<file path="src/rtl/arpc_pkg.sv">
// Types, codes and relation functions for the rule pair classifier.
`default_nettype none

package arpc_pkg;

  typedef logic [2:0] rel_t;
  typedef logic [2:0] ctype_t;

  localparam rel_t REL_NONE       = 3'd0;
  localparam rel_t REL_EQUIV      = 3'd1;
  localparam rel_t REL_SUBSET     = 3'd2;
  localparam rel_t REL_SUPERSET   = 3'd3;
  localparam rel_t REL_INTERLEAVE = 3'd4;

  localparam ctype_t CT_NONE           = 3'd0;
  localparam ctype_t CT_SHADOWING      = 3'd1;
  localparam ctype_t CT_REDUNDANCY     = 3'd2;
  localparam ctype_t CT_GENERALIZATION = 3'd3;
  localparam ctype_t CT_CORRELATION    = 3'd4;
  localparam ctype_t CT_SUPERIMPOSING  = 3'd5;

  localparam int unsigned CFG_IDX_W = 8;
  localparam logic [CFG_IDX_W-1:0] CFG_IDX_ANY  = 8'd0;
  localparam logic [CFG_IDX_W-1:0] CFG_IDX_IPV4 = 8'd1;

  localparam logic [7:0] ANY_PROTO_RESET  = 8'd255;
  localparam logic [7:0] IPV4_PROTO_RESET = 8'd254;

  typedef struct packed {
    logic [7:0]  protocol;
    logic [63:0] src_ip;
    logic [63:0] dst_ip;
    logic [32:0] src_port;
    logic [32:0] dst_port;
    logic [1:0]  action;
  } rule_t;

  typedef struct packed {
    rel_t proto;
    rel_t src_ip;
    rel_t dst_ip;
    rel_t src_port;
    rel_t dst_port;
  } rel_set_t;

  function automatic rel_t range_rel(logic [31:0] ys, logic [31:0] ye,
                                     logic [31:0] xs, logic [31:0] xe);
    rel_t r;
    if (ye < xs || xe < ys) begin
      r = REL_NONE;
    end else if (ys == xs && ye == xe) begin
      r = REL_EQUIV;
    end else if (ys >= xs && ye <= xe) begin
      r = REL_SUBSET;
    end else if (ys <= xs && ye >= xe) begin
      r = REL_SUPERSET;
    end else begin
      r = REL_INTERLEAVE;
    end
    return r;
  endfunction

  function automatic rel_t ip_rel(logic [63:0] y, logic [63:0] x);
    return range_rel(y[63:32], y[31:0], x[63:32], x[31:0]);
  endfunction

  function automatic rel_t port_rel(logic [32:0] y, logic [32:0] x);
    rel_t       r;
    rel_t       q;
    logic [1:0] neg;
    r   = range_rel({16'd0, y[31:16]}, {16'd0, y[15:0]},
                    {16'd0, x[31:16]}, {16'd0, x[15:0]});
    neg = {y[32], x[32]};
    unique case (r)
      REL_NONE: begin
        unique case (neg)
          2'b00:   q = REL_NONE;
          2'b10:   q = REL_SUPERSET;
          2'b01:   q = REL_SUBSET;
          default: q = REL_INTERLEAVE;
        endcase
      end
      REL_EQUIV: begin
        q = (y[32] == x[32]) ? REL_EQUIV : REL_NONE;
      end
      REL_SUBSET: begin
        unique case (neg)
          2'b00:   q = REL_SUBSET;
          2'b10:   q = REL_INTERLEAVE;
          2'b01:   q = REL_NONE;
          default: q = REL_SUPERSET;
        endcase
      end
      REL_SUPERSET: begin
        unique case (neg)
          2'b00:   q = REL_SUPERSET;
          2'b10:   q = REL_NONE;
          2'b01:   q = REL_INTERLEAVE;
          default: q = REL_SUBSET;
        endcase
      end
      default: q = REL_INTERLEAVE;
    endcase
    return q;
  endfunction

  function automatic rel_t proto_rel(logic [7:0] y, logic [7:0] x,
                                     logic [7:0] any_code, logic [7:0] ipv4_code);
    rel_t r;
    priority if (y == x)         r = REL_EQUIV;
    else if (y == any_code)      r = REL_SUPERSET;
    else if (x == any_code)      r = REL_SUBSET;
    else if (y == ipv4_code)     r = REL_SUPERSET;
    else if (x == ipv4_code)     r = REL_SUBSET;
    else                         r = REL_NONE;
    return r;
  endfunction

  function automatic rel_t fold_rel(rel_t g, rel_t p);
    rel_t r;
    if (g == REL_NONE || p == REL_NONE) begin
      r = REL_NONE;
    end else if (p == REL_EQUIV) begin
      r = g;
    end else if (p == REL_SUBSET) begin
      r = (g == REL_EQUIV || g == REL_SUBSET) ? REL_SUBSET : REL_INTERLEAVE;
    end else if (p == REL_SUPERSET) begin
      r = (g == REL_EQUIV || g == REL_SUPERSET) ? REL_SUPERSET : REL_INTERLEAVE;
    end else begin
      r = REL_INTERLEAVE;
    end
    return r;
  endfunction

  function automatic ctype_t conflict_of(rel_t rel, logic same);
    ctype_t c;
    if (rel == REL_EQUIV || rel == REL_SUBSET) begin
      c = same ? CT_REDUNDANCY : CT_SHADOWING;
    end else if (rel == REL_SUPERSET) begin
      c = same ? CT_REDUNDANCY : CT_GENERALIZATION;
    end else if (rel == REL_INTERLEAVE) begin
      c = same ? CT_SUPERIMPOSING : CT_CORRELATION;
    end else begin
      c = CT_NONE;
    end
    return c;
  endfunction

endpackage

`default_nettype wire

</file>
<file path="src/rtl/acl_rule_pair_conflict_classifier.sv">
// Top level of the access-list rule pair conflict classifier.
//
// Request channel: drive the Y (later) and X (earlier) rule fields on in_* and
// pulse start; a request is taken at each rising edge with start high and busy
// low. busy is high only while rst_n is low, so one request per cycle is taken.
// Result channel: out_valid is high for exactly one cycle with the relations
// and conflict type of one request; results come out in request order.
// A request passes the input register, then the result register, before its
// result can be taken. Throughput: 1 request per cycle.
// The receiver cannot stall; a result not taken in its cycle is gone.
// Configuration: cfg_ready is always high; index 0 sets the any-protocol code,
// index 1 the IPv4 wildcard code, other indexes are dropped. Write only while
// no request is in flight.
// Reset (synchronous, rst_n low): flushes both pipeline valids and restores
// the protocol codes to 255 and 254.
`default_nettype none

module acl_rule_pair_conflict_classifier (
  input  logic                           clk,
  input  logic                           rst_n,
  input  logic                           start,
  output logic                           busy,
  input  logic [7:0]                     in_y_protocol,
  input  logic [63:0]                    in_y_src_ip_range,
  input  logic [63:0]                    in_y_dst_ip_range,
  input  logic [32:0]                    in_y_src_port,
  input  logic [32:0]                    in_y_dst_port,
  input  logic [1:0]                     in_y_action,
  input  logic [7:0]                     in_x_protocol,
  input  logic [63:0]                    in_x_src_ip_range,
  input  logic [63:0]                    in_x_dst_ip_range,
  input  logic [32:0]                    in_x_src_port,
  input  logic [32:0]                    in_x_dst_port,
  input  logic [1:0]                     in_x_action,
  output logic                           out_valid,
  output logic [2:0]                     out_conflict_type,
  output logic                           out_is_conflict,
  output logic [2:0]                     out_combined_relation,
  output logic [2:0]                     out_protocol_relation,
  output logic [2:0]                     out_src_ip_relation,
  output logic [2:0]                     out_dst_ip_relation,
  output logic [2:0]                     out_src_port_relation,
  output logic [2:0]                     out_dst_port_relation,
  input  logic                           cfg_valid,
  output logic                           cfg_ready,
  input  logic [arpc_pkg::CFG_IDX_W-1:0] cfg_index,
  input  logic [7:0]                     cfg_data
);

  logic               accept;
  logic               in_vld_r;
  arpc_pkg::rule_t    y_r;
  arpc_pkg::rule_t    x_r;
  logic [7:0]         any_code_r;
  logic [7:0]         ipv4_code_r;
  arpc_pkg::rel_set_t rels;
  arpc_pkg::rel_t     combined;
  arpc_pkg::ctype_t   conflict;
  logic               out_vld_r;
  arpc_pkg::rel_set_t rels_r;
  arpc_pkg::rel_t     combined_r;
  arpc_pkg::ctype_t   conflict_r;

  assign busy      = ~rst_n;
  assign cfg_ready = 1'b1;
  assign accept    = start & ~busy;

  always_ff @(posedge clk) begin
    if (!rst_n) begin
      any_code_r  <= arpc_pkg::ANY_PROTO_RESET;
      ipv4_code_r <= arpc_pkg::IPV4_PROTO_RESET;
    end else if (cfg_valid && cfg_ready) begin
      if (cfg_index == arpc_pkg::CFG_IDX_ANY) begin
        any_code_r <= cfg_data;
      end else if (cfg_index == arpc_pkg::CFG_IDX_IPV4) begin
        ipv4_code_r <= cfg_data;
      end
    end
  end

  always_ff @(posedge clk) begin
    if (!rst_n) begin
      in_vld_r  <= 1'b0;
      out_vld_r <= 1'b0;
    end else begin
      in_vld_r  <= accept;
      out_vld_r <= in_vld_r;
    end
  end

  always_ff @(posedge clk) begin
    if (accept) begin
      y_r.protocol <= in_y_protocol;
      y_r.src_ip   <= in_y_src_ip_range;
      y_r.dst_ip   <= in_y_dst_ip_range;
      y_r.src_port <= in_y_src_port;
      y_r.dst_port <= in_y_dst_port;
      y_r.action   <= in_y_action;
      x_r.protocol <= in_x_protocol;
      x_r.src_ip   <= in_x_src_ip_range;
      x_r.dst_ip   <= in_x_dst_ip_range;
      x_r.src_port <= in_x_src_port;
      x_r.dst_port <= in_x_dst_port;
      x_r.action   <= in_x_action;
    end
  end

  arpc_rel_unit u_rel (
    .y_rule    (y_r),
    .x_rule    (x_r),
    .any_code  (any_code_r),
    .ipv4_code (ipv4_code_r),
    .rels      (rels)
  );

  arpc_fold_unit u_fold (
    .rels        (rels),
    .same_action (y_r.action == x_r.action),
    .combined    (combined),
    .conflict    (conflict)
  );

  always_ff @(posedge clk) begin
    if (in_vld_r) begin
      rels_r     <= rels;
      combined_r <= combined;
      conflict_r <= conflict;
    end
  end

  assign out_valid             = out_vld_r;
  assign out_conflict_type     = conflict_r;
  assign out_is_conflict       = (conflict_r != arpc_pkg::CT_NONE);
  assign out_combined_relation = combined_r;
  assign out_protocol_relation = rels_r.proto;
  assign out_src_ip_relation   = rels_r.src_ip;
  assign out_dst_ip_relation   = rels_r.dst_ip;
  assign out_src_port_relation = rels_r.src_port;
  assign out_dst_port_relation = rels_r.dst_port;

endmodule

`default_nettype wire

</file>
<file path="src/rtl/arpc_rel_unit.sv">
// Per-dimension relation of rule Y to rule X.
`default_nettype none

module arpc_rel_unit (
  input  arpc_pkg::rule_t    y_rule,
  input  arpc_pkg::rule_t    x_rule,
  input  logic [7:0]         any_code,
  input  logic [7:0]         ipv4_code,
  output arpc_pkg::rel_set_t rels
);

  always_comb begin
    rels.proto    = arpc_pkg::proto_rel(y_rule.protocol, x_rule.protocol,
                                        any_code, ipv4_code);
    rels.src_ip   = arpc_pkg::ip_rel(y_rule.src_ip, x_rule.src_ip);
    rels.dst_ip   = arpc_pkg::ip_rel(y_rule.dst_ip, x_rule.dst_ip);
    rels.src_port = arpc_pkg::port_rel(y_rule.src_port, x_rule.src_port);
    rels.dst_port = arpc_pkg::port_rel(y_rule.dst_port, x_rule.dst_port);
  end

endmodule

`default_nettype wire

</file>
<file path="src/rtl/arpc_fold_unit.sv">
// Folds the dimension relations and picks the conflict type.
`default_nettype none

module arpc_fold_unit (
  input  arpc_pkg::rel_set_t rels,
  input  logic               same_action,
  output arpc_pkg::rel_t     combined,
  output arpc_pkg::ctype_t   conflict
);

  arpc_pkg::rel_t c0, c1, c2, c3;

  always_comb begin
    c0       = arpc_pkg::fold_rel(arpc_pkg::REL_EQUIV, rels.proto);
    c1       = arpc_pkg::fold_rel(c0, rels.src_ip);
    c2       = arpc_pkg::fold_rel(c1, rels.dst_ip);
    c3       = arpc_pkg::fold_rel(c2, rels.src_port);
    combined = arpc_pkg::fold_rel(c3, rels.dst_port);
    conflict = arpc_pkg::conflict_of(combined, same_action);
  end

endmodule

`default_nettype wire

</file>
<file path="config.mk">
export PLATFORM = sky130hd
export DESIGN_NAME = acl_rule_pair_conflict_classifier
export DESIGN_NICKNAME = d
export VERILOG_FILES = /design/src/rtl/arpc_pkg.sv /design/src/rtl/acl_rule_pair_conflict_classifier.sv /design/src/rtl/arpc_rel_unit.sv /design/src/rtl/arpc_fold_unit.sv
export SDC_FILE = /design/constraint.sdc
export NUM_CORES = 1
export LEC_CHECK = 0
export BUFFER_PORTS_ARGS = -buffer_cell sky130_fd_sc_hd__buf_2
export CORE_MARGIN = 4
export CORE_UTILIZATION = 61
export CTS_CLUSTER_SIZE = 10
export DETAILED_ROUTE_END_ITERATION = 6
export GPL_TIMING_DRIVEN = 0
export HOLD_SLACK_MARGIN = 0.06
export PLACE_DENSITY_LB_ADDON = 0.05
export SYNTH_ARGS = -nofsm -noshare
export SYNTH_HDL_FRONTEND = slang
export SYNTH_SLANG_ARGS = --single-unit
</file>
<file path="constraint.sdc">
create_clock -name clk -period 22.2 [get_ports clk]
set_clock_uncertainty 0.2 [all_clocks]
set_input_delay 2.22 -clock clk [delete_from_list [all_inputs] [get_ports clk]]
set_output_delay 2.22 -clock clk [all_outputs]
set_load 0.005 [all_outputs]
</file>
==> results.ini, run 1 <==
[worst_hold_path]
whs_path_depth = 2
hp-class = reg -> reg
min_from = any_code_r[6]
whs_endpoint = any_code_r[6]

[power]
cellLeakagePower_nw = 13.1
peakVddDrop_v = 0.0000667
p_per_area_mw_per_mm2 = 71.7
p_total_mw = 2.10

[route]
routed_wl_um = 63000
wl_per_cell_um = 20.4
first_pass_iters = 5
drcViolationCount = 0
ant_nets = 0
first_iter_violations = 1571
vias_per_cell = 5.73
num_vias = 17700

[clocking]
cts_resized = 0
clk_latency_ps = 600
holdBufCountCts = 0
clock_path_buffers = 3
cts-root-buf = clkbuf_16
cts_buffers = 52
cts_tree = built
htreeDepth = 2
post_cts_buffers = 0
cts.clk_slew.worst_paths_ps = 50
cts_sinks = 446

[floorplan]
ios = 453
start_util = 0.619
die_area_mm2 = 0.0437
num_rows = 73
die_y_um = 209
coreArea_mm2 = 0.0398
die_w_um = 209

[timing]
finalHoldViolations = 0
fin_crit_ps = 5300
relSlewSlack = 0.315
finalSetupViolations = 0
final.setup.worst_slack_ps = 16900
timing.fmax_mhz = 189
setup-tns-final_ps = 0
slew_viol_final = 0
rsz0062_at_grt = false
min_period_over_period = 0.239
worst_pin_slew_ps = 1030

[placed_design]
post-place-ws_ps = 16920
placed_cells = 2995
place_congestion = 0.938
dpl.hpwl_um = 50100
port_buffers = 449

[yosys]
ys_types = 91
syn_inst = 2015
yosysWarnings = 0
ys_top_cells_by_area = edfxtp_1, ha_1, inv_1
syn_nets = 2832
synthArstFlopShare = 0
ys_ff_latch = 446
synth_top_area_cell = edfxtp_1
synth_edf_count = 428
synth_top_flop_cell = edfxtp_1
ys_seq_area_frac = 0.536
synth.avg_cell_area_um2 = 12.2
post-synth-top-area-fraction = 0.522
syn_area_mm2 = 0.0246

[finish]
finalNonFillerCells = 3090
post-route-util = 0.734
multi_input_area_mm2 = 0.0102
final_cell_mix = buf_2, edfxtp_1, ha_1, inv_1, a21oi_1
fin_nets = 3341
drive_gt1_frac = 0.217
register_area_mm2 = 0.0132
syn_to_final_growth_pct = 18.6
final_common_cell = buf_2
fillCellCount = 2797

[global_route]
overflow = 0
grt_max_degree = 80
antenna_found_initial = 15
grt_first_pass_wirelength_um = 97100
grt_pass1_vias = 18300
grtUsageTotal = 0.282

[worst_setup_path]
endpoint_kind = output port
timing.reg2reg.setup_slack_ps = 17100
critPathArrivalTime_ps = 2880
path_class = in -> out
reg2reg_from = y_r[117]
r2r-end = out_conflict_type[0]
r2r_cells = 15
crit_required_ps = 19780
crit_fanout = 10
startpoint_type = input pin

[run]
cap_violations = 0

[outcome]
status = completed

worst max-delay path by stage:
stage	to	slack (ps)	startpoint
2_1_floorplan	x_r[0]	9500	rst_n
6_report	busy	16900	rst_n
5_1_grt	out_conflict_type[0]	16780	x_r[98]
3_3_place_gp	y_r[41]	6140	rst_n
4_1_cts	busy	16930	rst_n
3_5_place_dp	busy	16920	rst_n
power by group:
group / internal [mW] / switching, mW / leakage [nW]
sequential: 0.986 / 0.0333 / 4.16
clock: 0.453 / 0.323 / 0.721
combinational: 0.131 / 0.169 / 8.26
layout make-up:
cell class / instances / share of cell area
diodes: 13 / 0.00111
well taps: 525 / 0.0225
repair buffers: 455 / 0.0823
plain buffers: 7 / 0.00124
inverters: 315 / 0.0405
flip-flops and latches: 446 / 0.452
multi-input cells: 1247 / 0.349
clock buffers: 77 / 0.0492
clock inverters: 5 / 0.00193
kinds of logic (layout without fill, tap and decap cells):
kind of cell / after synthesis / count (layout) / share of synthesized area
AOI/OAI and AO/OA: 389 / 389 / 0.104
and+or+nand+nor: 399 / 399 / 0.0863
other: 2 / 15 / 0.000305
buffers and inverters: 322 / 859 / 0.0495
xor gates and xnor gates: 46 / 46 / 0.0164
adders and majority gates: 389 / 389 / 0.198
muxes: 22 / 22 / 0.00930
DFF: 446 / 446 / 0.536
worst max-delay path: stages:
cell and delay (ps):
clkbuf_1 400, inv_1 110, buf_2 150
metal layers:
| metal | track usage | up-vias | part of all wire |
|---|---|---|---|
| li1 | - | 8532 | - |
| met1 | 0.371 | 8416 | 0.41 |
| met2 | 0.483 | 633 | 0.49 |
| met3 | 0.0476 | 102 | 0.070 |
| met4 | 0.0864 | 10 | 0.026 |
| met5 | 0 | - | 0.00087 |
state kept, by name, indices dropped and copies added (netlist names):
register and count:
any_code_r 8, y_r 204, out_src_ip_relation 3, out_protocol_relation 2
out_src_port_relation 3, out_conflict_type 3, out_dst_ip_relation 3, out_valid 1
out_combined_relation 3, x_r 204, in_vld_r 1, ipv4_code_r 8
out_dst_port_relation 3
per-stage QoR:
stage	cell area, µm²	hold slack, ps
after floorplan	24600	306
after global placement	27500	321
after detailed placement	27700	328
after CTS	29200	342
after global routing	29200	383
final	29200	344
synth_stat cells, types with 6 or more instances:
cell       instances
a211o_1            8
a211oi_1          24
a21boi_0           6
a21o_1            34
a21oi_1          130
a221oi_1           8
a31oi_1           10
and2_1             7
and3_1             8
and4_1             6
dfxtp_1           18
edfxtp_1         428
ha_1             389
inv_1            315
mux2i_1           17
nand2_1           96
nand2b_1           9
nand3_1           43
nand4_1           66
nor2_1            67
nor2b_1           11
nor3_1            31
nor4_1            14
o2111ai_1          7
o211ai_1          12
o21a_1            14
o21ai_0           69
o21ai_1            6
xnor2_1           10
xor2_1            36
No activity file was read; power rests on OpenSTA's default activity.
==> run 2: changes to the inputs <==
Settings changed: CORE_UTILIZATION 61 to 57.
Clock period 22.2 ns to 5.15 ns, I/O delays scaled along.
==> results.ini, run 2 (synthesis results as in run 1) <==
[route]
wl_per_cell_um = 20.9  ; +2.6%
ant_nets = 0  ; unchanged
routed_wl_um = 74500  ; +18%
vias_per_cell = 5.63  ; -1.6%
first_iter_violations = 1596  ; +1.6%
drcViolationCount = 0  ; unchanged
num_vias = 20100  ; +13%
first_pass_iters = 5  ; unchanged

[floorplan]
die_y_um = 216  ; +3.3%
coreArea_mm2 = 0.0423  ; +6.3%
ios = 453  ; unchanged
die_area_mm2 = 0.0466  ; +6.7%
die_w_um = 216  ; +3.3%
start_util = 0.582  ; -0.0365
num_rows = 75  ; +2.7%

[timing]
min_period_over_period = 0.957
fin_crit_ps = 4930
timing.fmax_mhz = 203
finalHoldViolations = 0  ; unchanged
slew_viol_final = 0  ; unchanged
relSlewSlack = 0.307  ; -0.00819
finalSetupViolations = 0  ; unchanged
worst_pin_slew_ps = 1040  ; +12.3 ps

[clocking]
cts_tree = built
cts-root-buf = clkbuf_16
clk_latency_ps = 610  ; about the same
cts.clk_slew.worst_paths_ps = 70  ; +20 ps
cts_sinks = 446  ; unchanged
htreeDepth = 2  ; unchanged
clock_path_buffers = 3  ; unchanged
cts_buffers = 51  ; -1.9%

[power]
peakVddDrop_v = 0.000318  ; +380%
p_per_area_mw_per_mm2 = 277  ; +290%
cellLeakagePower_nw = 14.9  ; +14%

[placed_design]
placed_cells = 3047  ; +1.7%
place_congestion = 0.952  ; +1.6%
dpl.hpwl_um = 50000  ; -0.11%
port_buffers = 449  ; unchanged
dpl_cell_area_mm2 = 0.0278  ; +0.26%

[worst_setup_path]
crit_fanout = 8  ; -2
path_class = reg -> reg
critPathArrivalTime_ps = 5080  ; +2200 ps
startpoint_type = flip-flop
timing.reg2reg.setup_slack_ps = 220  ; -16880 ps
endpoint_kind = flip-flop
crit_required_ps = 5300  ; -14480 ps

[worst_hold_path]
hp-class = in -> reg

[global_route]
overflow = 0  ; unchanged
grtUsageTotal = 0.313  ; +0.0315
grt_first_pass_wirelength_um = 115000  ; +18%
grt_use_met2 = 0.539  ; +0.0563
globalRouteMet1Util = 0.373  ; +0.00234
grtUsageMet3 = 0.0783  ; +0.0307
grt_pass1_vias = 21400  ; +17%
grt-busiest-layer = met2
grt_max_degree = 77  ; -3.8%
antenna_found_initial = 11  ; -4

[outcome]
status = completed

[finish]
finalNonFillerCells = 3561  ; +15%
reg_top3 = x_r: 204 flops, y_r: 204 flops
syn_to_final_growth_pct = 36.1
fin_nets = 3764  ; +13%
final_cell_mix = buf_2, edfxtp_1, dlygate4sd3_1, ha_1, inv_1
post-route-util = 0.792  ; +0.0583
postLayoutCellArea_mm2 = 0.0335  ; +15%
drive_gt1_frac = 0.190  ; -0.0274
final_common_cell = buf_2
fillCellCount = 2495  ; -11%

[run]
cap_violations = 0  ; unchanged

## run 2: cell count changes in the layout (fill, tap and decap cells not counted), moves of 3 or more
cell	change
dlygate4sd3_1	+419
buf_4	+5
diode_2	-3
nor3_1	-3
nor3_2	+3
## run 2: timing repair
item / 4_1_cts / 5_1_grt
endpoints found under the setup margin: 0 / 3
resized for setup: 0 / 11
setup buffers: 0 / 5
hold buffers: 419 / 0
hold endpoints to repair: 425 / 0
## run 2: routing by layer
| layer | vias up | wire length (µm) |
|---|---|---|
| met4 | 8 | 3360 |
| li1 | 9386 | - |
| met3 | 221 | 6100 |
| met5 | - | 46 |
| met1 | 9526 | 28400 |
| met2 | 917 | 36500 |
## run 2: final cells by class
cell class	count	area, µm²	area share
sequential	446	13200	0.394
multi-input combinational	1247	10300	0.306
timing repair buffer	879	6640	0.198
clock buffer	75	1400	0.0417
inverter	315	1180	0.0353
tap	577	722	0.0215
clock inverter	5	37.5	0.00112
buffer	7	36.3	0.00108
antenna	10	25.0	0.000746
## run 2: report_power, final
part | switching [mW] | leakage [nW] | internal, mW | total [mW]
registers | 0.154 | 4.16 | 4.25 | 4.40
clock network | 1.43 | 0.693 | 1.85 | 3.28
logic | 0.829 | 10.1 | 0.779 | 1.61
total | 2.41 | 14.9 | 6.88 | 9.29
## run 2: path summary, 6_finish.rpt
kind                 start              endpoint  cells after the start
max               x_r[191]  out_conflict_type[0]                     15
min           cfg_index[0]         any_code_r[5]                      4
max reg2reg       x_r[191]  out_conflict_type[0]                     15
min reg2reg  any_code_r[5]         any_code_r[5]                      2
## run 2: critical path, stage by stage (launching register included)
cell and delay (ps):
edfxtp_1 350, inv_1 80, ha_1 310, nand4_1 210
nor4_4 490, o311a_1 270, a211o_1 210, mux2_2 380
a211o_1 370, o211a_1 320, a2111oi_2 490, nor2_1 110
o21ai_0 110, a21oi_1 110, a221oi_2 280, mux2_2 360
## run 2: metrics by stage
stage	hold slack, ps	total power [mW]	setup WS [ps]	setup TNS (ps)
3_3_place_gp	322	5.68	-300	-109230
3_5_place_dp	335	5.73	109	0
2_1_floorplan	306	5.22	841	0
6_report	288	9.29	224	0
4_1_cts	249	9.23	74.8	0
5_1_grt	293	9.70	-19.5	-19.5
